### src/rtl/dmaf_pkg.sv
// ============================================================================
// dmaf_pkg
// Shared types and constants for the Diameter message and AVP framer.
// ============================================================================
package dmaf_pkg;

    localparam int HEADER_BYTES     = 20;
    localparam int AVP_MIN_BYTES    = 8;
    localparam int VENDOR_HDR_BYTES = AVP_MIN_BYTES + 4;
    localparam int AVP_CODE_BYTES   = 4;
    localparam int AVP_FLAGS_POS    = 4;
    localparam int VENDOR_BIT       = 7;

    localparam int FIFO_DEPTH = 4;
    localparam int FIFO_PTR_W = $clog2(FIFO_DEPTH);
    localparam int FIFO_CNT_W = $clog2(FIFO_DEPTH + 1);

    typedef enum logic [1:0] {
        KIND_HEADER  = 2'd0,
        KIND_AVP     = 2'd1,
        KIND_PAYLOAD = 2'd2,
        KIND_ERROR   = 2'd3
    } kind_t;

    typedef enum logic [1:0] {
        ERR_SHORT_HEADER  = 2'd0,
        ERR_AVP_LENGTH    = 2'd1,
        ERR_AVP_TRUNCATED = 2'd2
    } err_t;

    typedef enum logic [2:0] {
        PH_HEADER  = 3'd0,
        PH_AVPHDR  = 3'd1,
        PH_PAYLOAD = 3'd2,
        PH_PAD     = 3'd3,
        PH_WAIT    = 3'd4
    } phase_t;

    typedef struct packed {
        kind_t        kind;
        logic [31:0]  code;
        logic [7:0]   flag_bits;
        logic [23:0]  length_value;
        logic [31:0]  first_id;
        logic [31:0]  hop_id;
        logic [31:0]  end_id;
        logic [7:0]   version;
        logic [7:0]   payload_byte;
        logic         vendor_present;
        logic         avp_done;
        err_t         error_code;
    } result_t;

    typedef struct packed {
        logic [1:0] count;
        result_t    first;
        result_t    second;
    } push_t;

endpackage

### src/rtl/dmaf_parser.sv
// ============================================================================
// dmaf_parser
// Per-byte parse state and result generation for one message byte per cycle while go is high.
// ============================================================================
module dmaf_parser
    import dmaf_pkg::*;
(
    input  logic        clk,
    input  logic        rst_n,
    input  logic        go,
    input  logic [7:0]  data_byte,
    input  logic        end_of_message,
    output push_t       push
);

    phase_t      phase_reg, phase_next;
    logic [23:0] bp_reg, bp_next;
    logic [23:0] total_reg, total_next;
    logic [31:0] code_reg, code_next;
    logic [7:0]  flags_reg, flags_next;
    logic [31:0] vendor_reg, vendor_next;
    logic [1:0]  pad_reg, pad_next;
    logic [7:0]  hdr_reg [0:HEADER_BYTES-2];
    logic [7:0]  hdr_next [0:HEADER_BYTES-2];

    logic [23:0] bp_inc;
    logic [23:0] paylen;
    logic        complete;
    logic        start_avp;
    logic        main_valid;
    logic        err_valid;
    result_t     main_res;
    result_t     err_res;

    assign bp_inc = bp_reg + 24'd1;

    always_comb
    begin
        phase_next  = phase_reg;
        bp_next     = bp_reg;
        total_next  = total_reg;
        code_next   = code_reg;
        flags_next  = flags_reg;
        vendor_next = vendor_reg;
        pad_next    = pad_reg;
        hdr_next    = hdr_reg;
        paylen      = '0;
        complete    = 1'b0;
        start_avp   = 1'b0;
        main_valid  = 1'b0;
        err_valid   = 1'b0;
        main_res    = '0;
        err_res     = '0;
        err_res.kind = KIND_ERROR;

        if (go)
        begin
            case (phase_reg)
                PH_HEADER:
                begin
                    for (int i = 0; i < HEADER_BYTES - 2; i++)
                    begin
                        hdr_next[i] = hdr_reg[i+1];
                    end
                    hdr_next[HEADER_BYTES-2] = data_byte;
                    if (bp_reg == 24'(HEADER_BYTES - 1))
                    begin
                        main_valid            = 1'b1;
                        main_res.kind         = KIND_HEADER;
                        main_res.version      = hdr_reg[0];
                        main_res.length_value = {hdr_reg[1], hdr_reg[2], hdr_reg[3]};
                        main_res.flag_bits    = hdr_reg[4];
                        main_res.code         = {8'd0, hdr_reg[5], hdr_reg[6], hdr_reg[7]};
                        main_res.first_id     = {hdr_reg[8], hdr_reg[9],
                                                 hdr_reg[10], hdr_reg[11]};
                        main_res.hop_id       = {hdr_reg[12], hdr_reg[13],
                                                 hdr_reg[14], hdr_reg[15]};
                        main_res.end_id       = {hdr_reg[16], hdr_reg[17],
                                                 hdr_reg[18], data_byte};
                        start_avp             = 1'b1;
                    end
                    else
                    begin
                        bp_next = bp_inc;
                        if (end_of_message)
                        begin
                            err_valid          = 1'b1;
                            err_res.error_code = ERR_SHORT_HEADER;
                        end
                    end
                end
                PH_AVPHDR:
                begin
                    if (bp_reg < 24'(AVP_CODE_BYTES))
                    begin
                        code_next = {code_reg[23:0], data_byte};
                    end
                    else if (bp_reg == 24'(AVP_FLAGS_POS))
                    begin
                        flags_next = data_byte;
                    end
                    else if (bp_reg < 24'(AVP_MIN_BYTES))
                    begin
                        total_next = {total_reg[15:0], data_byte};
                    end
                    else
                    begin
                        vendor_next = {vendor_reg[23:0], data_byte};
                    end
                    bp_next = bp_inc;
                    if (bp_inc == 24'(AVP_MIN_BYTES))
                    begin
                        if (total_next < (flags_next[VENDOR_BIT] ? 24'(VENDOR_HDR_BYTES)
                                                                 : 24'(AVP_MIN_BYTES)))
                        begin
                            err_valid          = 1'b1;
                            err_res.error_code = ERR_AVP_LENGTH;
                            phase_next         = PH_WAIT;
                        end
                        else if (!flags_next[VENDOR_BIT])
                        begin
                            complete = 1'b1;
                        end
                    end
                    else if (bp_inc >= 24'(VENDOR_HDR_BYTES))
                    begin
                        complete = 1'b1;
                    end
                    if (complete)
                    begin
                        paylen                  = total_next - bp_inc;
                        main_valid              = 1'b1;
                        main_res.kind           = KIND_AVP;
                        main_res.code           = code_next;
                        main_res.flag_bits      = flags_next;
                        main_res.length_value   = paylen;
                        main_res.first_id       = flags_next[VENDOR_BIT] ? vendor_next : 32'd0;
                        main_res.vendor_present = flags_next[VENDOR_BIT];
                        main_res.avp_done       = (paylen == 24'd0);
                        pad_next                = 2'd0 - total_next[1:0];
                        if (paylen != 24'd0)
                        begin
                            phase_next = PH_PAYLOAD;
                        end
                        else if (pad_next != 2'd0)
                        begin
                            phase_next = PH_PAD;
                        end
                        else
                        begin
                            start_avp = 1'b1;
                        end
                    end
                end
                PH_PAYLOAD:
                begin
                    bp_next               = bp_inc;
                    main_valid            = 1'b1;
                    main_res.kind         = KIND_PAYLOAD;
                    main_res.payload_byte = data_byte;
                    if (bp_inc >= total_reg)
                    begin
                        main_res.avp_done = 1'b1;
                        if (pad_reg != 2'd0)
                        begin
                            phase_next = PH_PAD;
                        end
                        else
                        begin
                            start_avp = 1'b1;
                        end
                    end
                end
                PH_PAD:
                begin
                    pad_next = pad_reg - 2'd1;
                    if (pad_next == 2'd0)
                    begin
                        start_avp = 1'b1;
                    end
                end
                default:
                begin
                end
            endcase

            if (start_avp)
            begin
                phase_next  = PH_AVPHDR;
                bp_next     = '0;
                total_next  = '0;
                code_next   = '0;
                flags_next  = '0;
                vendor_next = '0;
                pad_next    = '0;
            end

            if (end_of_message)
            begin
                if ((phase_next == PH_AVPHDR && bp_next != 24'd0) ||
                    phase_next == PH_PAYLOAD)
                begin
                    err_valid          = 1'b1;
                    err_res.error_code = ERR_AVP_TRUNCATED;
                end
                phase_next = PH_HEADER;
                bp_next    = '0;
                pad_next   = '0;
            end
        end
    end

    always_comb
    begin
        push.count  = 2'({1'b0, main_valid} + {1'b0, err_valid});
        push.first  = main_valid ? main_res : err_res;
        push.second = err_res;
    end

    always_ff @(posedge clk or negedge rst_n)
    begin
        if (!rst_n)
        begin
            phase_reg  <= PH_HEADER;
            bp_reg     <= '0;
            total_reg  <= '0;
            code_reg   <= '0;
            flags_reg  <= '0;
            vendor_reg <= '0;
            pad_reg    <= '0;
        end
        else
        begin
            phase_reg  <= phase_next;
            bp_reg     <= bp_next;
            total_reg  <= total_next;
            code_reg   <= code_next;
            flags_reg  <= flags_next;
            vendor_reg <= vendor_next;
            pad_reg    <= pad_next;
        end
    end

    always_ff @(posedge clk)
    begin
        hdr_reg <= hdr_next;
    end

endmodule

### src/rtl/dmaf_out_fifo.sv
// ============================================================================
// dmaf_out_fifo
// Small result buffer that takes up to two results per cycle and gives one while out_ready is high.
// ============================================================================
module dmaf_out_fifo
    import dmaf_pkg::*;
(
    input  logic    clk,
    input  logic    rst_n,
    input  push_t   push,
    output logic    space,
    output logic    out_valid,
    input  logic    out_ready,
    output result_t head
);

    result_t               buf_reg [0:FIFO_DEPTH-1];
    logic [FIFO_PTR_W-1:0] wr_ptr_reg, wr_ptr_next;
    logic [FIFO_PTR_W-1:0] rd_ptr_reg, rd_ptr_next;
    logic [FIFO_CNT_W-1:0] count_reg, count_next;
    logic                  pop;

    assign out_valid = (count_reg != '0);
    assign head      = buf_reg[rd_ptr_reg];
    assign pop       = out_valid && out_ready;
    assign space     = (count_reg <= FIFO_CNT_W'(FIFO_DEPTH - 2));

    always_comb
    begin
        wr_ptr_next = wr_ptr_reg + FIFO_PTR_W'(push.count);
        rd_ptr_next = rd_ptr_reg + FIFO_PTR_W'(pop);
        count_next  = count_reg + FIFO_CNT_W'(push.count) - FIFO_CNT_W'(pop);
    end

    always_ff @(posedge clk or negedge rst_n)
    begin
        if (!rst_n)
        begin
            wr_ptr_reg <= '0;
            rd_ptr_reg <= '0;
            count_reg  <= '0;
        end
        else
        begin
            wr_ptr_reg <= wr_ptr_next;
            rd_ptr_reg <= rd_ptr_next;
            count_reg  <= count_next;
        end
    end

    always_ff @(posedge clk)
    begin
        if (push.count != 2'd0)
        begin
            buf_reg[wr_ptr_reg] <= push.first;
        end
        if (push.count == 2'd2)
        begin
            buf_reg[wr_ptr_reg + FIFO_PTR_W'(1)] <= push.second;
        end
    end

endmodule

### src/rtl/diameter_message_avp_framer.sv
// ============================================================================
// diameter_message_avp_framer
// Splits a byte stream of Diameter messages into header, AVP and payload items.
// ============================================================================
// An accepted byte is held in the input register and parsed once the result
// buffer has space. Throughput: one byte per cycle while the buffer has space;
// a byte may yield two results (an item followed by a truncation error).
// The four-entry result buffer and the input register set the input ready.
// Reset: rst_n clears all control state at once; no clearing pass is needed.
module diameter_message_avp_framer
    import dmaf_pkg::*;
(
    input  logic        clk,
    input  logic        rst_n,
    input  logic        in_valid,
    output logic        in_ready,
    input  logic [7:0]  data_byte,
    input  logic        end_of_message,
    output logic        out_valid,
    input  logic        out_ready,
    output logic [1:0]  kind,
    output logic [31:0] code,
    output logic [7:0]  flag_bits,
    output logic [23:0] length_value,
    output logic [31:0] first_id,
    output logic [31:0] hop_id,
    output logic [31:0] end_id,
    output logic [7:0]  version,
    output logic [7:0]  payload_byte,
    output logic        vendor_present,
    output logic        avp_done,
    output logic [1:0]  error_code
);

    logic       item_valid_reg;
    logic [7:0] byte_reg;
    logic       eom_reg;
    logic       space;
    logic       go;
    push_t      push;
    result_t    head;

    assign go       = item_valid_reg && space;
    assign in_ready = !item_valid_reg || go;

    always_ff @(posedge clk or negedge rst_n)
    begin
        if (!rst_n)
        begin
            item_valid_reg <= 1'b0;
        end
        else if (in_ready)
        begin
            item_valid_reg <= in_valid;
        end
    end

    always_ff @(posedge clk)
    begin
        if (in_ready && in_valid)
        begin
            byte_reg <= data_byte;
            eom_reg  <= end_of_message;
        end
    end

    dmaf_parser u_parser
    (
        .clk            (clk),
        .rst_n          (rst_n),
        .go             (go),
        .data_byte      (byte_reg),
        .end_of_message (eom_reg),
        .push           (push)
    );

    dmaf_out_fifo u_out_fifo
    (
        .clk       (clk),
        .rst_n     (rst_n),
        .push      (push),
        .space     (space),
        .out_valid (out_valid),
        .out_ready (out_ready),
        .head      (head)
    );

    assign kind           = head.kind;
    assign code           = head.code;
    assign flag_bits      = head.flag_bits;
    assign length_value   = head.length_value;
    assign first_id       = head.first_id;
    assign hop_id         = head.hop_id;
    assign end_id         = head.end_id;
    assign version        = head.version;
    assign payload_byte   = head.payload_byte;
    assign vendor_present = head.vendor_present;
    assign avp_done       = head.avp_done;
    assign error_code     = head.error_code;

endmodule

### config.mk
export PLATFORM = sky130hd
export DESIGN_NAME = diameter_message_avp_framer
export DESIGN_NICKNAME = d
export VERILOG_FILES = /design/src/rtl/dmaf_pkg.sv /design/src/rtl/dmaf_parser.sv /design/src/rtl/dmaf_out_fifo.sv /design/src/rtl/diameter_message_avp_framer.sv
export SDC_FILE = /design/constraint.sdc
export NUM_CORES = 2
export LEC_CHECK = 0
export BUFFER_PORTS_ARGS = -buffer_cell sky130_fd_sc_hd__buf_2
export CAP_MARGIN = 30
export CELL_PAD_IN_SITES_DETAIL_PLACEMENT = 1
export CELL_PAD_IN_SITES_GLOBAL_PLACEMENT = 1
export CORE_UTILIZATION = 54
export DETAILED_ROUTE_END_ITERATION = 16
export PLACE_DENSITY_LB_ADDON = 0.3
export SYNTH_ARGS = -nofsm -noshare
export SYNTH_HDL_FRONTEND = slang
export SYNTH_SLANG_ARGS = --single-unit
export TNS_END_PERCENT = 20
### constraint.sdc
create_clock -name clk -period 13.1 [get_ports clk]
set_input_delay 3.275 -clock clk [delete_from_list [all_inputs] [get_ports clk]]
set_output_delay 3.275 -clock clk [all_outputs]
set_load 0.02 [all_outputs]
==> summary.txt <==
Floorplan
  • Die footprint: 79200 um^2
  • Die X: 281 um
  • Placement row count: between 100 and 150
  • Number of top-level pins: about 200
  • Die H: 281 um
  • Area of the core: between 70000 and 80000 um^2
  • Starting utilization of the core area: 0.545

STA
  • Summed negative setup slack over all endpoints: 0 ps
  • Setup repair after global routing missed its margin: false
  • Period Utilization, post-route: 0.706
  • Max-slew violations: 0
  • Total count of hold-check failures in the final report: 0
  • Endpoints failing setup: 0
  • Slew of the pin with the lowest slew margin: about 1100 ps
  • Clock period minus final worst setup slack: 9240 ps
  • Maximum clock skew at final layout: 51.1 ps
  • Max frequency: 0.108 GHz
  • Relative slew margins: 0.287

Worst setup path
  • CP Class: flip-flop to flip-flop
  • Kind of capture point of the worst setup path: flip-flop
  • Buffers plus inverters on the worst setup path: 4
  • Critical Path Slowest Stage Cell: sky130_fd_sc_hd__or4_4
  • Worst Path Arrival: a little under 10000 ps
  • Startpoint class of the critical path: flip-flop
  • Longest individual stage delay on the worst path: ~630 ps
  • Maximum net fanout on the critical path: 44
  • Required time reported for the critical path endpoint: 13690 ps
  • Largest delay contributor family on the critical path: simple AND/OR/NAND/NOR gates

Synthesis
  • Post-synthesis sequential element count: 1022
  • Synthesized netlist cell count: 3519
  • Netlist area before placement: 42100 um^2
  • Unique cell type count in the Yosys netlist: 91
  • Top cell type's share of synthesized area: 0.342
  • Fraction of registers with async set or reset after synthesis: 0.130
  • Portion of the post-synthesis area used by sequential elements: 0.541
  • Post-synth top flop: sky130_fd_sc_hd__dfxtp_1
  • Synth top area cells: sky130_fd_sc_hd__dfxtp_1 (34%), sky130_fd_sc_hd__a22o_1 (15%), sky130_fd_sc_hd__edfxtp_1 (12%)
  • Count of flip-flops with a built-in enable after synthesis: 169
  • Number of warnings reported in the yosys synthesis log: 0
  • Post-Synthesis Net Count: 3593
  • Largest area contributor in the synthesized netlist: sky130_fd_sc_hd__dfxtp_1
  • Synthesized area divided by synthesized cell count: 12.0 um^2

Power and ir drop
  • Worst-case vdd ir drop: 0.000167 V
  • P per Cell Area: 182 nW/um^2
  • Leakage power: 19.2 nW

Place
  • Routability-driven placement congestion ratio: 0.951
  • Detailed-placement wirelength estimate: 84200 um
  • Port bufs: 196
  • Placed cell area: around 44000 um^2
  • Cells after DPL: about 4500

Global route
  • Global routing usage summed across all routing layers: 0.360
  • Overflow left after global routing: 0
  • Number of antenna violations at the first check in global routing: 5
  • First-pass GRT wire length: between 200000 and 250000 um
  • Maximum number of pins on one net before global-route repair: 180
  • Via count of the first global-routing pass: 34100

Routing
  • Number of iterations in the first detailed-routing pass: 6
  • Residual antenna-violating net count after detailed routing: 0
  • WL per Instance: 30.4 um
  • DRC violations left: 0
  • Number of DRC violations after detailed-routing iteration 0: roughly 3300
  • Vias per cell: 6.87
  • Final wirelength: 143000 um
  • Via count: 32400

Finish
  • Post-layout net count: 3652
  • Share of final-layout standard cells stronger than drive strength 1: 0.184
  • Final std cell area, no fill: 47600 um^2
  • Area growth, synth to finish: 12.9%
  • Final Non-Filler Cells: ~4700
  • Flip-flop count of the largest register after layout: 728

Clock network
  • Clock-pin slew of the registers on the worst-case setup and hold paths: about 70 ps
  • CTS H-tree lvls: 3
  • Root buffer cell: sky130_fd_sc_hd__clkbuf_16
  • Maximum clock insertion buffer count: 3
  • Number of CTS-inserted buffers: 103
  • Number of clock sinks seen by CTS: 1022
  • Number of gates resized after CTS: 0
  • Worst skew pair latency: 700 ps
  • Post-CTS Setup Bufs: 0
  • CTS Hold Buffers Added: 0
  • TritonCTS clock tree: built

Job
  • Max-cap violations: 0

Status
  • Outcome: finished clean

Hold path
  • Kind of path behind the tightest hold check: flip-flop to flip-flop
final timing paths:
path | endpoint | from | slack, ps | cells past startpoint
max | u_out_fifo.buf_reg[1][131] | u_parser.bp_reg[5] | 3860 | 28
min | u_parser.hdr_reg[106] | u_parser.hdr_reg[98] | 450 | 0
max reg2reg | u_out_fifo.buf_reg[1][131] | u_parser.bp_reg[5] | 3860 | 28
min reg2reg | u_parser.hdr_reg[106] | u_parser.hdr_reg[98] | 450 | 0
max in group asynchronous | u_out_fifo.rd_ptr_reg[0] | rst_n | 9240 | 3
min in group asynchronous | u_parser.total_reg[18] | rst_n | 2600 | 1
power breakdown:
| group | leakage (nW) | internal [mW] | total, mW | switching (mW) |
|---|---|---|---|---|
| clock | 1.78 | 1.79 | 3.15 | 1.36 |
| combinational | 8.22 | 0.494 | 1.56 | 1.06 |
| sequential | 9.22 | 3.58 | 3.98 | 0.393 |
cell usage in the layout (no fill, tap or decap), types with 76 or more instances in the layout:
| cell type | n |
|---|---|
| sky130_fd_sc_hd__mux4_2 | 182 |
| sky130_fd_sc_hd__dfrtp_1 | 131 |
| sky130_fd_sc_hd__nor2_1 | 222 |
| sky130_fd_sc_hd__edfxtp_1 | 169 |
| sky130_fd_sc_hd__nand2_1 | 169 |
| sky130_fd_sc_hd__a21oi_1 | 118 |
| sky130_fd_sc_hd__dfxtp_1 | 720 |
| sky130_fd_sc_hd__buf_2 | 195 |
| sky130_fd_sc_hd__mux2i_1 | 76 |
| sky130_fd_sc_hd__inv_1 | 79 |
| sky130_fd_sc_hd__clkbuf_16 | 107 |
| sky130_fd_sc_hd__a22o_1 | 724 |
| sky130_fd_sc_hd__o21ai_0 | 126 |
area by class of cell:
| class | count | area (um^2) |
|---|---|---|
| Timing Repair Buffer | 253 | 1590 |
| Fill cell | 7704 | 29700 |
| Inverter | 80 | 300 |
| Clock inverter | 49 | 596 |
| Multi-Input combinational cell | 2118 | 17900 |
| Antenna cell | 1 | 2.50 |
| Clock buffer | 147 | 3040 |
| Sequential cell | 1022 | 22800 |
| Tap cell | 1040 | 1300 |
logic make-up after synthesis:
group / synth area share
AND/OR/NAND/NOR: 0.0686
multiplexers: 0.116
flip-flops: 0.541
XOR/XNOR: 0.0102
AO/OA/AOI/OAI: 0.210
adder cells (fa/ha/maj): 0.0187
buffers and inverters: 0.0354
cell usage after synthesis, types with 13 or more instances:
cell type and n:
sky130_fd_sc_hd__dfxtp_1 720, sky130_fd_sc_hd__nor4_1 24, sky130_fd_sc_hd__a22oi_1 14, sky130_fd_sc_hd__xnor2_1 30, sky130_fd_sc_hd__clkbuf_1 226, sky130_fd_sc_hd__dfrtp_1 133
sky130_fd_sc_hd__mux4_2 182, sky130_fd_sc_hd__edfxtp_1 169, sky130_fd_sc_hd__a21oi_1 118, sky130_fd_sc_hd__ha_1 59, sky130_fd_sc_hd__o21ai_1 18, sky130_fd_sc_hd__and2_1 18
sky130_fd_sc_hd__nand2_1 172, sky130_fd_sc_hd__xor2_1 19, sky130_fd_sc_hd__a31oi_1 13, sky130_fd_sc_hd__a21o_1 25, sky130_fd_sc_hd__o21ai_0 127, sky130_fd_sc_hd__inv_1 79
sky130_fd_sc_hd__buf_2 21, sky130_fd_sc_hd__nor3_1 32, sky130_fd_sc_hd__a22o_1 724, sky130_fd_sc_hd__mux2i_1 76, sky130_fd_sc_hd__nor2_1 225, sky130_fd_sc_hd__o21ai_2 14
sky130_fd_sc_hd__buf_1 42, sky130_fd_sc_hd__nand3_1 41, sky130_fd_sc_hd__nand4_1 20
metrics by stage:
stage | setup WS [ps] | utilization | hold WS, ps | power, mW
6_report | 3860 | 0.615 | 451 | 8.69
5_1_grt | 3400 | 0.615 | 464 | 8.93
4_1_cts | 4060 | 0.614 | 445 | 8.67
3_5_place_dp | 4140 | 0.567 | 437 | 5.54
3_3_place_gp | 4050 | 0.566 | 430 | 5.49
2_1_floorplan | 5700 | - | 420 | 4.91
metal layers:
layer | wire length, um | vias to the layer above | track usage
met4 | 4630 | 2 | 0.124
met1 | 57400 | 17000 | 0.468
met3 | 10400 | 287 | 0.0613
met5 | 13 | - | 0
li1 | - | 13600 | -
met2 | 70900 | 1491 | 0.608
(Power assumes the default switching activity.)
